## src/rtl/sbpr_pkg.sv

```systemverilog
// shared types and constants of the sensor bus poll responder
package sbpr_pkg;

	localparam int NUM_SLOTS   = 16;
	localparam int SLOT_W      = (NUM_SLOTS > 1) ? $clog2(NUM_SLOTS) : 1;
	localparam int REPLY_BYTES = 3;
	localparam int CFG_W       = 16;
	localparam int CFG_IDX_W   = 2;

	localparam logic [15:0] NO_VALUE   = 16'h8000;
	localparam logic [3:0]  BYTE_BITS  = 4'd8;
	localparam logic [3:0]  STOP_BIT   = 4'd9;
	localparam logic [15:0] CNT_MAX    = 16'hffff;

	localparam logic [15:0] RST_BIT_TICKS   = 16'd26;
	localparam logic [15:0] RST_REPLY_GAP   = 16'd1600;
	localparam logic [15:0] RST_POST_TX_GAP = 16'd2000;
	localparam logic [15:0] RST_BUSY_GAP    = 16'd4000;

	typedef enum logic [2:0] {
		PH_IDLE     = 3'd0,
		PH_RECEIVE  = 3'd1,
		PH_WAITING  = 3'd2,
		PH_PENDING  = 3'd3,
		PH_TRANSMIT = 3'd4
	} phase_t;

	typedef enum logic [1:0] {
		CMD_TICK    = 2'd0,
		CMD_DECLARE = 2'd1,
		CMD_STORE   = 2'd2
	} cmd_t;

	typedef enum logic [1:0] {
		ST_INACTIVE  = 2'd0,
		ST_AVAILABLE = 2'd1,
		ST_SENT      = 2'd2
	} status_t;

	typedef enum logic [CFG_IDX_W-1:0] {
		REG_BIT_TICKS   = 2'd0,
		REG_REPLY_GAP   = 2'd1,
		REG_POST_TX_GAP = 2'd2,
		REG_BUSY_GAP    = 2'd3
	} reg_idx_t;

	typedef struct packed {
		logic [1:0]         command;
		logic               line_in;
		logic [3:0]         slot;
		logic [3:0]         unit;
		logic signed [14:0] value;
		logic               alarm;
	} item_t;

	typedef struct packed {
		logic   line_drive;
		logic   line_level;
		phase_t phase;
		logic   poll_answered;
	} result_t;

	// slot table write request from the host side
	typedef struct packed {
		logic        declare;
		logic        store;
		logic [3:0]  slot;
		logic [3:0]  unit;
		logic [15:0] data;
	} slot_upd_t;

	// slot table lookup result for a polled address
	typedef struct packed {
		logic [7:0]  header;
		logic [15:0] data;
		status_t     status;
	} slot_rd_t;

endpackage

```

## src/rtl/sbpr_if.sv

```systemverilog
// valid/ready channel interfaces for items and results
interface sbpr_in_if;
	logic               valid;
	logic               ready;
	logic [1:0]         command;
	logic               line_in;
	logic [3:0]         slot;
	logic [3:0]         unit;
	logic signed [14:0] value;
	logic               alarm;

	modport source(output valid, command, line_in, slot, unit, value, alarm, input ready);
	modport sink(input valid, command, line_in, slot, unit, value, alarm, output ready);
endinterface

interface sbpr_out_if;
	logic       valid;
	logic       ready;
	logic       line_drive;
	logic       line_level;
	logic [2:0] phase;
	logic       poll_answered;

	modport source(output valid, line_drive, line_level, phase, poll_answered, input ready);
	modport sink(input valid, line_drive, line_level, phase, poll_answered, output ready);
endinterface

```

## src/rtl/sbpr_slot_table.sv

```systemverilog
// per-slot header, data and status registers with update and sent marking
module sbpr_slot_table
	import sbpr_pkg::*;
(
	input  logic              clk,
	input  logic              arst_n,
	input  slot_upd_t         upd,
	input  logic              mark_en,
	input  logic [SLOT_W-1:0] mark_addr,
	input  logic [SLOT_W-1:0] rd_addr,
	output slot_rd_t          rd
);

	logic [7:0]  header_q [NUM_SLOTS];
	logic [15:0] data_q   [NUM_SLOTS];
	status_t     status_q [NUM_SLOTS];
	logic        upd_in_range;
	logic [SLOT_W-1:0] upd_idx;

	assign upd_in_range = ({1'b0, upd.slot} < 5'(NUM_SLOTS));
	assign upd_idx      = upd.slot[SLOT_W-1:0];

	always_ff @(posedge clk or negedge arst_n) begin
		if (!arst_n) begin
			for (int i = 0; i < NUM_SLOTS; i++) begin
				header_q[i] <= 8'(i);
				data_q[i]   <= NO_VALUE;
				status_q[i] <= ST_INACTIVE;
			end
		end else begin
			if (upd.declare && upd_in_range) begin
				header_q[upd_idx] <= {upd.slot, upd.unit};
				data_q[upd_idx]   <= NO_VALUE;
				status_q[upd_idx] <= ST_AVAILABLE;
			end else if (upd.store && upd_in_range) begin
				data_q[upd_idx]   <= upd.data;
				status_q[upd_idx] <= ST_AVAILABLE;
			end
			if (mark_en) begin
				status_q[mark_addr] <= ST_SENT;
			end
		end
	end

	assign rd.header = header_q[rd_addr];
	assign rd.data   = data_q[rd_addr];
	assign rd.status = status_q[rd_addr];

endmodule

```

## src/rtl/sensor_bus_poll_responder.sv

```systemverilog
// top level: single-wire uart sensor bus slave with slot table
//
// item_in carries one item per transaction: a timebase tick with the sampled
// line level, or a slot declare/store from the host. result_out returns exactly
// one result per item: line drive enable, driven level, bus phase and a pulse
// when a valid poll loads a reply.
// cfg_we/cfg_index/cfg_data write the four timing registers (bit period, reply
// gap, post-transmit gap, busy gap); write only while no item is in flight.
// the item passes the input register, then the result register. throughput:
// one item per cycle while the result is taken; the whole tick update is one
// pass of logic between those two registers.
// a stalled receiver holds the result register; the input register still takes
// one more item, then item_in.ready drops until the result is taken.
// reset: idle phase, counters cleared, timing registers at their defaults,
// every slot inactive with header equal to its index and no value stored.
module sensor_bus_poll_responder
	import sbpr_pkg::*;
(
	input  logic                 clk,
	input  logic                 arst_n,
	input  logic                 cfg_we,
	input  logic [CFG_IDX_W-1:0] cfg_index,
	input  logic [CFG_W-1:0]     cfg_data,
	sbpr_in_if.sink              item_in,
	sbpr_out_if.source           result_out
);

	// timing registers
	logic [15:0] bit_ticks_q, reply_gap_q, post_tx_gap_q, busy_gap_q;

	// input stage and result stage
	logic    valid_s1;
	item_t   item_s1;
	logic    out_valid_q;
	result_t res_q;
	logic    out_free, proc, in_acc;

	// bus engine state
	phase_t      phase_q, phase_d;
	logic [15:0] count_q, count_d;
	logic [3:0]  bit_idx_q, bit_idx_d;
	logic [7:0]  shift_q, shift_d;
	logic [1:0]  rbyte_q, rbyte_d;
	logic [7:0]  reply_q [REPLY_BYTES];
	logic [7:0]  reply_d [REPLY_BYTES];
	logic        prev_line_q, prev_line_d;
	logic        drive_q, drive_d;
	logic        answered_d;

	// helpers
	logic        expired;
	logic [15:0] count_dec;
	logic [16:0] start_sum;
	logic [15:0] start_cnt;
	logic [1:0]  rbyte_inc;
	logic        addr_ok;
	logic        is_tick;

	// slot table
	slot_upd_t upd;
	slot_rd_t  slot_rd;
	logic      mark_en;

	// ---------------------------------------------------------------
	// configuration writes
	// ---------------------------------------------------------------
	always_ff @(posedge clk or negedge arst_n) begin
		if (!arst_n) begin
			bit_ticks_q   <= RST_BIT_TICKS;
			reply_gap_q   <= RST_REPLY_GAP;
			post_tx_gap_q <= RST_POST_TX_GAP;
			busy_gap_q    <= RST_BUSY_GAP;
		end else if (cfg_we) begin
			case (cfg_index)
				REG_BIT_TICKS:   bit_ticks_q   <= cfg_data;
				REG_REPLY_GAP:   reply_gap_q   <= cfg_data;
				REG_POST_TX_GAP: post_tx_gap_q <= cfg_data;
				REG_BUSY_GAP:    busy_gap_q    <= cfg_data;
				default:         ;
			endcase
		end
	end

	// ---------------------------------------------------------------
	// handshakes: the input register refills whenever its item moves on
	// ---------------------------------------------------------------
	assign out_free      = !out_valid_q || result_out.ready;
	assign proc          = valid_s1 && out_free;
	assign item_in.ready = !valid_s1 || out_free;
	assign in_acc        = item_in.valid && item_in.ready;

	always_ff @(posedge clk or negedge arst_n) begin
		if (!arst_n) begin
			valid_s1 <= 1'b0;
		end else if (in_acc) begin
			valid_s1 <= 1'b1;
		end else if (proc) begin
			valid_s1 <= 1'b0;
		end
	end

	always_ff @(posedge clk) begin
		if (in_acc) begin
			item_s1.command <= item_in.command;
			item_s1.line_in <= item_in.line_in;
			item_s1.slot    <= item_in.slot;
			item_s1.unit    <= item_in.unit;
			item_s1.value   <= item_in.value;
			item_s1.alarm   <= item_in.alarm;
		end
	end

	// ---------------------------------------------------------------
	// slot table: host updates and sent marking never share a transaction
	// ---------------------------------------------------------------
	assign upd.declare = proc && (item_s1.command == CMD_DECLARE);
	assign upd.store   = proc && (item_s1.command == CMD_STORE);
	assign upd.slot    = item_s1.slot;
	assign upd.unit    = item_s1.unit;
	assign upd.data    = {item_s1.value, item_s1.alarm};

	sbpr_slot_table u_slot_table (
		.clk      (clk),
		.arst_n   (arst_n),
		.upd      (upd),
		.mark_en  (mark_en),
		.mark_addr(shift_q[SLOT_W-1:0]),
		.rd_addr  (shift_q[SLOT_W-1:0]),
		.rd       (slot_rd)
	);

	// ---------------------------------------------------------------
	// bus engine state register
	// ---------------------------------------------------------------
	always_ff @(posedge clk or negedge arst_n) begin
		if (!arst_n) begin
			phase_q     <= PH_IDLE;
			count_q     <= '0;
			bit_idx_q   <= '0;
			shift_q     <= '0;
			rbyte_q     <= '0;
			prev_line_q <= 1'b1;
			drive_q     <= 1'b0;
			for (int i = 0; i < REPLY_BYTES; i++) begin
				reply_q[i] <= '0;
			end
		end else if (proc) begin
			phase_q     <= phase_d;
			count_q     <= count_d;
			bit_idx_q   <= bit_idx_d;
			shift_q     <= shift_d;
			rbyte_q     <= rbyte_d;
			prev_line_q <= prev_line_d;
			drive_q     <= drive_d;
			for (int i = 0; i < REPLY_BYTES; i++) begin
				reply_q[i] <= reply_d[i];
			end
		end
	end

	// countdown: a loaded zero expires on the next tick like a one
	assign expired   = (count_q <= 16'd1);
	assign count_dec = expired ? 16'd0 : count_q - 16'd1;

	// first data sample sits 1.5 bit periods after the start edge
	assign start_sum = {1'b0, bit_ticks_q} + {2'b00, bit_ticks_q[15:1]};
	assign start_cnt = start_sum[16] ? CNT_MAX : start_sum[15:0];

	assign rbyte_inc = rbyte_q + 2'd1;
	assign addr_ok   = (shift_q < 8'(NUM_SLOTS));
	assign is_tick   = (item_s1.command == CMD_TICK);

	// ---------------------------------------------------------------
	// bus engine next state
	// ---------------------------------------------------------------
	always_comb begin
		phase_d     = phase_q;
		count_d     = count_q;
		bit_idx_d   = bit_idx_q;
		shift_d     = shift_q;
		rbyte_d     = rbyte_q;
		prev_line_d = prev_line_q;
		drive_d     = drive_q;
		answered_d  = 1'b0;
		mark_en     = 1'b0;
		for (int i = 0; i < REPLY_BYTES; i++) begin
			reply_d[i] = reply_q[i];
		end

		if (is_tick) begin
			prev_line_d = item_s1.line_in;
			case (phase_q)
				PH_IDLE: begin
					// falling edge starts reception
					if (prev_line_q && !item_s1.line_in) begin
						count_d   = start_cnt;
						bit_idx_d = '0;
						shift_d   = '0;
						phase_d   = PH_RECEIVE;
					end
				end
				PH_RECEIVE: begin
					count_d = count_dec;
					if (expired) begin
						if (bit_idx_q < BYTE_BITS) begin
							// lsb first: new bit enters at the top
							shift_d   = {item_s1.line_in, shift_q[7:1]};
							bit_idx_d = bit_idx_q + 4'd1;
							count_d   = bit_ticks_q;
						end else if (!addr_ok || slot_rd.status != ST_AVAILABLE) begin
							phase_d = PH_WAITING;
							count_d = busy_gap_q;
						end else begin
							reply_d[0] = slot_rd.header;
							reply_d[1] = slot_rd.data[7:0];
							reply_d[2] = slot_rd.data[15:8];
							mark_en    = proc && (slot_rd.data != NO_VALUE);
							phase_d    = PH_PENDING;
							count_d    = reply_gap_q;
							answered_d = 1'b1;
						end
					end
				end
				PH_WAITING: begin
					count_d = count_dec;
					if (expired) begin
						phase_d = PH_IDLE;
					end
				end
				PH_PENDING: begin
					count_d = count_dec;
					if (expired) begin
						// start bit of the header byte
						drive_d   = 1'b0;
						bit_idx_d = '0;
						shift_d   = reply_q[0];
						rbyte_d   = '0;
						count_d   = bit_ticks_q;
						phase_d   = PH_TRANSMIT;
					end
				end
				PH_TRANSMIT: begin
					count_d = count_dec;
					if (expired) begin
						if (bit_idx_q < BYTE_BITS) begin
							drive_d   = shift_q[0];
							shift_d   = {1'b0, shift_q[7:1]};
							bit_idx_d = bit_idx_q + 4'd1;
							count_d   = bit_ticks_q;
						end else if (bit_idx_q == BYTE_BITS) begin
							// stop bit
							drive_d   = 1'b1;
							bit_idx_d = STOP_BIT;
							count_d   = bit_ticks_q;
						end else begin
							rbyte_d = rbyte_inc;
							if (rbyte_inc < 2'(REPLY_BYTES)) begin
								shift_d   = reply_q[rbyte_inc];
								drive_d   = 1'b0;
								bit_idx_d = '0;
								count_d   = bit_ticks_q;
							end else begin
								drive_d = 1'b0;
								phase_d = PH_WAITING;
								count_d = post_tx_gap_q;
							end
						end
					end
				end
				default: begin
					phase_d = PH_IDLE;
				end
			endcase
		end
	end

	// ---------------------------------------------------------------
	// result register: every item yields one result
	// ---------------------------------------------------------------
	always_ff @(posedge clk or negedge arst_n) begin
		if (!arst_n) begin
			out_valid_q <= 1'b0;
		end else if (proc) begin
			out_valid_q <= 1'b1;
		end else if (result_out.ready) begin
			out_valid_q <= 1'b0;
		end
	end

	always_ff @(posedge clk) begin
		if (proc) begin
			res_q.line_drive    <= (phase_d == PH_TRANSMIT);
			res_q.line_level    <= (phase_d == PH_TRANSMIT) && drive_d;
			res_q.phase         <= phase_d;
			res_q.poll_answered <= answered_d;
		end
	end

	assign result_out.valid         = out_valid_q;
	assign result_out.line_drive    = res_q.line_drive;
	assign result_out.line_level    = res_q.line_level;
	assign result_out.phase         = res_q.phase;
	assign result_out.poll_answered = res_q.poll_answered;

`ifndef SYNTHESIS
	// an answered poll always leaves the engine waiting to reply
	assert property (@(posedge clk) disable iff (!arst_n)
		proc && answered_d |=> phase_q == PH_PENDING && res_q.poll_answered)
		else $error("answered poll did not enter reply pending");

	// the line is only driven while transmitting
	assert property (@(posedge clk) disable iff (!arst_n)
		out_valid_q |-> res_q.line_drive == (res_q.phase == PH_TRANSMIT))
		else $error("line drive does not match transmit phase");

	// reception never counts past the eight data bits
	assert property (@(posedge clk) disable iff (!arst_n)
		phase_q == PH_RECEIVE |-> bit_idx_q <= BYTE_BITS)
		else $error("receive bit index out of range");

	// a held item stays put while the result side is stalled
	assert property (@(posedge clk) disable iff (!arst_n)
		valid_s1 && !out_free |=> valid_s1 && $stable(item_s1))
		else $error("input stage lost its item under stall");
`endif

endmodule
```

## src/flat_wrapper.sv

```systemverilog
// flat-port wrapper written by rule: the top's interface ports become plain ports
module sensor_bus_poll_responder_flat import sbpr_pkg::*;
  (clk, arst_n, cfg_we, cfg_index, cfg_data, item_in_valid, item_in_command, item_in_line_in, item_in_slot, item_in_unit, item_in_value, item_in_alarm, item_in_ready, result_out_valid, result_out_line_drive, result_out_line_level, result_out_phase, result_out_poll_answered, result_out_ready);
  sbpr_in_if item_in_i ();
  sbpr_out_if result_out_i ();
  input  logic clk;
  input  logic arst_n;
  input  logic cfg_we;
  input  logic [CFG_IDX_W-1:0] cfg_index;
  input  logic [CFG_W-1:0] cfg_data;
  input wire logic [$bits(item_in_i.valid)-1:0] item_in_valid;
  input wire logic [$bits(item_in_i.command)-1:0] item_in_command;
  input wire logic [$bits(item_in_i.line_in)-1:0] item_in_line_in;
  input wire logic [$bits(item_in_i.slot)-1:0] item_in_slot;
  input wire logic [$bits(item_in_i.unit)-1:0] item_in_unit;
  input wire logic [$bits(item_in_i.value)-1:0] item_in_value;
  input wire logic [$bits(item_in_i.alarm)-1:0] item_in_alarm;
  output wire logic [$bits(item_in_i.ready)-1:0] item_in_ready;
  output wire logic [$bits(result_out_i.valid)-1:0] result_out_valid;
  output wire logic [$bits(result_out_i.line_drive)-1:0] result_out_line_drive;
  output wire logic [$bits(result_out_i.line_level)-1:0] result_out_line_level;
  output wire logic [$bits(result_out_i.phase)-1:0] result_out_phase;
  output wire logic [$bits(result_out_i.poll_answered)-1:0] result_out_poll_answered;
  input wire logic [$bits(result_out_i.ready)-1:0] result_out_ready;
  assign item_in_i.valid = item_in_valid;
  assign item_in_i.command = item_in_command;
  assign item_in_i.line_in = item_in_line_in;
  assign item_in_i.slot = item_in_slot;
  assign item_in_i.unit = item_in_unit;
  assign item_in_i.value = item_in_value;
  assign item_in_i.alarm = item_in_alarm;
  assign item_in_ready = item_in_i.ready;
  assign result_out_valid = result_out_i.valid;
  assign result_out_line_drive = result_out_i.line_drive;
  assign result_out_line_level = result_out_i.line_level;
  assign result_out_phase = result_out_i.phase;
  assign result_out_poll_answered = result_out_i.poll_answered;
  assign result_out_i.ready = result_out_ready;
  sensor_bus_poll_responder u_core (.clk(clk), .arst_n(arst_n), .cfg_we(cfg_we), .cfg_index(cfg_index), .cfg_data(cfg_data), .item_in(item_in_i), .result_out(result_out_i));
endmodule
```

## config.mk

```make
export PLATFORM = sky130hd
export DESIGN_NAME = sensor_bus_poll_responder_flat
export DESIGN_NICKNAME = d
export VERILOG_FILES = /design/src/rtl/sbpr_pkg.sv /design/src/rtl/sbpr_if.sv /design/src/rtl/sbpr_slot_table.sv /design/src/rtl/sensor_bus_poll_responder.sv /design/src/flat_wrapper.sv
export SDC_FILE = /design/constraint.sdc
export NUM_CORES = 1
export LEC_CHECK = 0
export BUFFER_PORTS_ARGS = -buffer_cell sky130_fd_sc_hd__clkbuf_2
export CAP_MARGIN = 5
export CORE_MARGIN = 4
export CORE_UTILIZATION = 55
export DETAILED_ROUTE_END_ITERATION = 8
export GPL_ROUTABILITY_DRIVEN = 0
export PLACE_DENSITY = 0.7
export SYNTH_ARGS = -nofsm -noshare
export SYNTH_HDL_FRONTEND = slang
export SYNTH_SLANG_ARGS = --single-unit
```

## constraint.sdc

```tcl
create_clock -name clk -period 4.33 [get_ports clk]
set_input_delay 0.433 -clock clk [delete_from_list [all_inputs] [get_ports clk]]
set_output_delay 0.433 -clock clk [all_outputs]
set_load 0.02 [all_outputs]
```

==> results.tsv, run 1 <==
metric	value	unit
drt first-iter violations	1774	
largest net degree at the start of global routing	115	
Core Box Area	0.0469	mm^2
WL per Instance	22.0	um
DR pass1 iterations	6	
layout cells sized above 1	0.238	
DR vias	18500	
Detail Route Antenna Nets	0	
Vias/cell	6.17	
clock sink total	574	
RSZ-0062 raised after global routing	no	
area leader, netlist	dfrtp_1	
Longest Clk Path Bufs	3	
RR Endpoint	u_core.u_slot_table.status_q[20]	
antenna diode instance count	0	
CP Max Fanout	50	
fin crit share	0.827	
Seq cells post-synth	574	
CP Launch Type	flip-flop	
fin nets	2421	
H-tree Lvls	2	
CP required	4860	ps
Clk pwr share	0.328	
first-pass GRT wire length	106000	um
vias in the first global route	19100	
top_reg_cell synth	dfrtp_1	
final worst slack	747	ps
Leak	13.1	nW
Row Count	79	
GRT Total Usage	0.263	
Worst Path Arrival	4110	ps
status	finished, final reports clean	
# setup viols final	0	
Comb power frac	0.225	
CTS tree	done	
area grow syn2layout	12.6	%
Worst Setup End Kind	flip-flop	
final WL	66000	um
sequential share of the synthesized area	0.557	
reg2reg setup slack	750	ps
share of the synthesized area in the top cell type	0.452	
Max Fclk	279	MHz
Least-Margin Pin Slew	1090	ps
Synth Area per Inst	11.5	um^2
number of port buffers	57	
fin. max-slew vios	0	
critical setup path kind	reg -> reg	
R2R Path Start	u_core.shift_q[0]	
Syn. warnings	0	
number of library cell types mapped by synthesis	81	
cell count after synthesis	2289	
Net Sw Power	4.83	mW
CTS Buf Count	57	
Sequential Power Share	0.448	
Hold Path Depth	2	
die area	0.0513	mm^2
cell internal pwr	11.3	mW
number of synthesized flops with an enable pin	33	
setup_tns	0	ps
minimum clock period	3580	ps
HP Class	in -> reg	
hpwl dp	40600	um
Worst-path clk slew	60	ps
clk_lat worst skew	630	ps
Slew Limit Headroom	0.269	
initial core utilization	0.560	
die height	226	um
antenna violations before repair	0	
total grt overflow	0	
Setup WS pre-CTS	710	ps
Async S/R FF share, synth	0.943	
total nets after synthesis	2362	
pwr/cell area	546	mW/mm^2
mapped cell area	0.0262	mm^2
Area contributors post-synth	dfrtp_1 (45%), mux4_2 (8.9%), dfstp_2 (6.7%), nand2_1 (6.3%), o21ai_0 (6.1%)	
Root Buffer	clkbuf_16	
Final Skew	24.6	ps
# DRC	0	
Max VDD drop	0.394	mV
Top Ports	58	
min-delay src	item_in_valid	
path depth of the worst reg2reg path	8	
chip width	226	um
Net Sw Frac	0.299	
max_cap viols	0	
Hold Violations, Final	0	
Hold Crit Endpoint	u_core.valid_s1	
sequential cells by signal, indices dropped and copies added, names as in the netlist, 8 cells and up:
name,count
u_core.u_slot_table.data_q,256
u_core.u_slot_table.header_q,128
u_core.u_slot_table.status_q,32
u_core.item_s1,27
u_core.reply_q,24
u_core.bit_ticks_q,16
u_core.busy_gap_q,16
u_core.count_q,16
u_core.post_tx_gap_q,16
u_core.reply_gap_q,16
u_core.shift_q,8
how the worst max path moves through the flow:
stage,from,to
after floorplan,u_core.bit_ticks_q[0],u_core.count_q[10]
after global placement,u_core.shift_q[0],u_core.u_slot_table.status_q[28]
after detailed placement,u_core.shift_q[0],u_core.u_slot_table.status_q[20]
after CTS,u_core.shift_q[0],u_core.u_slot_table.status_q[12]
after global routing,u_core.shift_q[0],u_core.u_slot_table.status_q[12]
final,u_core.shift_q[0],u_core.u_slot_table.status_q[20]
metal layers:
metal  GRT usage  routed length [um]  share of wire
met1       0.381               28800           0.44
met4      0.0746                1660          0.025
met5           0                   0              0
met2       0.420               31200           0.47
met3      0.0412                4250          0.064
layout by cell type (no fill, tap or decap), drive strengths merged, types with 42 or more instances in the layout:
cell type	instances
nand2	437
a21oi	44
dfrtp	474
nor2	76
buf	56
nor2b	42
mux4	104
mux2	139
dfstp	67
o21ai	325
clkbuf	134
area by class of cell:
cell class | instances | area, um^2
Fill cell | 3581 | 17300
Multi-Input combinational cell | 1540 | 11000
Clock inverter | 29 | 420
Inverter | 35 | 131
Tap cell | 607 | 759
Clock buffer | 78 | 1610
Timing Repair Buffer | 140 | 1050
Sequential cell | 574 | 14600
synth_stat cells, types with 9 or more instances:
cell,number
a21oi_1,44
a221oi_1,17
a22oi_1,38
a2bb2oi_1,17
buf_1,9
buf_2,18
clkbuf_1,110
dfrtp_1,474
dfstp_2,67
edfxtp_1,33
ha_1,22
inv_1,34
mux2_2,136
mux2i_1,18
mux4_2,104
nand2_1,437
nand2b_1,11
nand3_1,20
nand3b_1,9
nor2_1,75
nor2b_1,42
nor3_1,27
nor3b_1,9
nor4_1,11
o21ai_0,320
or2_2,34
xnor2_1,10
power by group through the flow:
stage	sequential, mW	clock, mW	combinational [mW]
5_1_grt	7.33	5.61	4.00
4_1_cts	7.20	5.37	3.63
3_5_place_dp	7.28	0	3.59
3_3_place_gp	7.23	0	3.46
6_report	7.22	5.29	3.63
2_1_floorplan	6.86	0	2.90
worst max-delay path: stages (launching register included):
cell       delay (ps)
dfrtp_4          1040
buf_4             420
mux4_2            530
a22oi_1           190
nand2_1           170
nor4_1            300
nand4_1           280
nand3_1           350
a2bb2oi_1         200
per-stage QoR:
stage | power, mW | instances | hold slack, ps | area, um^2 | util
after global placement | 10.7 | 2867 | 445 | 27200 | 0.581
after global routing | 16.9 | 3003 | 35.7 | 29600 | 0.631
final | 16.1 | 3003 | 49.6 | 29600 | 0.631
after CTS | 16.2 | 3002 | 9.13 | 29500 | 0.631
after floorplan | 9.76 | 2289 | 137 | 26200 | -
after detailed placement | 10.9 | 2867 | 450 | 27200 | 0.581
cell families after synthesis:
group,count (synthesis),share of synthesized area
adder cells (fa/ha/maj),23,0.0113
XOR/XNOR,18,0.00601
AO/OA/AOI/OAI,526,0.122
multiplexers,261,0.156
buffers and inverters,175,0.0265
flip-flops,574,0.557
AND/OR/NAND/NOR,712,0.122
repair_timing:
action                                 4_1_cts  5_1_grt
buffers inserted                             0        0
hold buffers                                28        0
endpoints found under the hold margin      118        0
gates resized for setup                      0        0
(Power assumes the default switching activity.)
==> inputs of run 2 (changes only) <==
--- a/config.mk
+++ b/config.mk
@@ -11,7 +11,7 @@
 export CORE_UTILIZATION = 55
 export DETAILED_ROUTE_END_ITERATION = 8
 export GPL_ROUTABILITY_DRIVEN = 0
-export PLACE_DENSITY = 0.7
+export PLACE_DENSITY = 0.73
 export SYNTH_ARGS = -nofsm -noshare
 export SYNTH_HDL_FRONTEND = slang
 export SYNTH_SLANG_ARGS = --single-unit
==> constraint.sdc (replaced) <==
create_clock -name clk -period 3.2 [get_ports clk]
set_input_delay 0.32 -clock clk [delete_from_list [all_inputs] [get_ports clk]]
set_output_delay 0.32 -clock clk [all_outputs]
set_load 0.02 [all_outputs]
==> run 2 against run 1 <==
Maximum frequency grew 16%; highest routed layer unchanged; via count increased by 2.6%; final area increased by 2.3%; worst hold slack lost 27 ps; cell count up 1.9%; clock power rose by 39%; critical endpoint is now u_core.count_q[2]; routed wire length up 2.1%; sequential power rose by 32%.
==> results.tsv, run 2 (same netlist as run 1, synthesis figures left out) <==
metric	value	unit	change
status	finished, final reports clean		
Top delay family on crit path	simple AND/OR/NAND/NOR gates		
Worst-path clk slew	60	ps	about the same
drt first-iter violations	1805		+1.7%
final WL	67300	um	+2.1%
most frequent cells in the layout	dfrtp_1 (472), nand2_1 (437), o21ai_0 (319)		
CP Launch Type	flip-flop		
CP max stage cell	or4_4		
Post-Place Cells	2900		+1.2%
die height	226	um	unchanged
H-tree Lvls	2		unchanged
Hold Path Depth	2		unchanged
fin crit share	0.963		+0.136
hpwl dp	42200	um	+4.0%
Root Buffer	clkbuf_16		
max_cap viols	0		unchanged
largest registers	u_core.u_slot_table.data_q: 256 flops, u_core.u_slot_table.header_q: 128 flops, u_core.u_slot_table.status_q: 32 flops		
Slew Limit Headroom	0.229		-0.0392
stages on the worst setup path	7		-1
critical setup path kind	reg -> reg		
fin nets	2475		+2.2%
CP Max Fanout	6		-88%
Largest register FFs	256		unchanged
HP Class	in -> reg		
Max Fclk	324	MHz	+16%
CTS Buf Count	59		+3.5%
fin. max-slew vios	0		unchanged
Final Skew	35.2	ps	+10.6 ps
RSZ-0062 raised after global routing	no		
# setup viols final	0		unchanged
total grt overflow	0		unchanged
Leak	13.4	nW	+2.6%
Least-Margin Pin Slew	1150	ps	+63.7 ps
commonest non-fill, non-tap cell in the layout	dfrtp_1		
Worst Setup End Kind	flip-flop		
first-pass GRT wire length	109000	um	+2.9%
final std cells w/o fill	3060		+1.9%
clk_lat worst skew	640	ps	about the same
path depth of the worst reg2reg path	7		-1
vias in the first global route	19600		+2.7%
Longest Clk Path Bufs	3		unchanged
CTS tree	done		
Top reg by flops	u_core.u_slot_table.data_q		
number of port buffers	57		unchanged
total power	22.3	mW	+38%
fin area	0.0302	mm^2	+2.3%
clock sink total	574		unchanged
layout cells sized above 1	0.256		+0.0181
CP Buf/Inv Count	0		-1
Hold Violations, Final	0		unchanged
# fillers	3505		-2.1%
die area	0.0513	mm^2	unchanged
minimum clock period	3080	ps	-500 ps
area grow syn2layout	15.2	%	
critical path, cell by cell	or4_4 -> nor4b_4 -> and2_0 -> o21ai_2 -> a221oi_1 -> o21ai_0 -> a32o_1		
Worst Path Arrival	3600	ps	-510 ps
DR vias	19000		+2.6%
Row Count	79		unchanged
slowest stage delay, CP	580	ps	-460 ps
Max VDD drop	0.505	mV	+28%
min-delay src	cfg_data[10]		
pwr/cell area	738	mW/mm^2	+35%
DR pass1 iterations	7		+1
largest net degree at the start of global routing	91		-21%
reg2reg setup slack	120	ps	-630 ps
GRT Total Usage	0.268		+0.00569
antenna diode instance count	0		unchanged
initial core utilization	0.560		unchanged
dpl cell area	0.0276	mm^2	+1.3%
Hold Crit Endpoint	u_core.post_tx_gap_q[10]		
antenna violations before repair	0		unchanged
# DRC	0		unchanged
WL per Instance	22.0	um	+0.18%
multi-input combinational cell area	0.0110	mm^2	+0.36%
register area	0.0146	mm^2	unchanged
Detail Route Antenna Nets	0		unchanged
chip width	226	um	unchanged
CP required	3710	ps	-1150 ps
RR Endpoint	u_core.count_q[2]		
Vias/cell	6.22		+0.71%
Core Box Area	0.0469	mm^2	unchanged
Top Ports	58		unchanged
R2R Path Start	u_core.count_q[13]		
## run 2: timing repair
item | 4_1_cts | 5_1_grt
pin swaps | 0 | 3
resized for setup | 2 | 9
hold endpoints to repair | 164 | 0
setup buffers | 0 | 4
endpoints found under the setup margin | 10 | 46
hold buffers | 44 | 0
## run 2: per-stage QoR
stage / hold slack (ps) / TNS (ps) / util / setup slack (ps)
2_1_floorplan: 24.4 / 0 / - / 264
3_3_place_gp: 399 / 0 / 0.589 / 31.5
3_5_place_dp: 414 / -150 / 0.589 / -36.8
4_1_cts: 5.13 / 0 / 0.644 / 15.2
5_1_grt: 25.7 / 0 / 0.645 / 3.15
6_report: 22.4 / 0 / 0.645 / 118
## run 2: worst max path at each step
stage,from,slack [ps],end
6_report,u_core.count_q[13],120,u_core.count_q[2]
5_1_grt,u_core.bit_ticks_q[0],3,u_core.count_q[7]
4_1_cts,u_core.bit_ticks_q[1],20,u_core.count_q[1]
3_5_place_dp,u_core.bit_ticks_q[1],-40,u_core.count_q[1]
3_3_place_gp,u_core.bit_ticks_q[1],30,u_core.count_q[1]
2_1_floorplan,u_core.bit_ticks_q[0],260,u_core.count_q[10]
## run 2: power breakdown
group          switching (mW)  internal, mW
logic                    2.85          2.60
clock network            3.00          4.34
registers               0.868          8.66
total                    6.72          15.6
## run 2: metal layers
metal	GRT usage	wire (um)	up-vias
met4	0.0848	1870	0
met5	0	0	-
met3	0.0390	4510	139
met1	0.381	28600	9711
li1	-	-	8435
met2	0.435	32300	743
## run 2: layout make-up
cell class                 instances  share of cell area
inverter                          35             0.00434
timing repair buffer             192              0.0528
clock inverter                    29              0.0122
tap                              607              0.0251
clock buffer                      83              0.0581
sequential                       574               0.483
multi-input combinational       1540               0.364
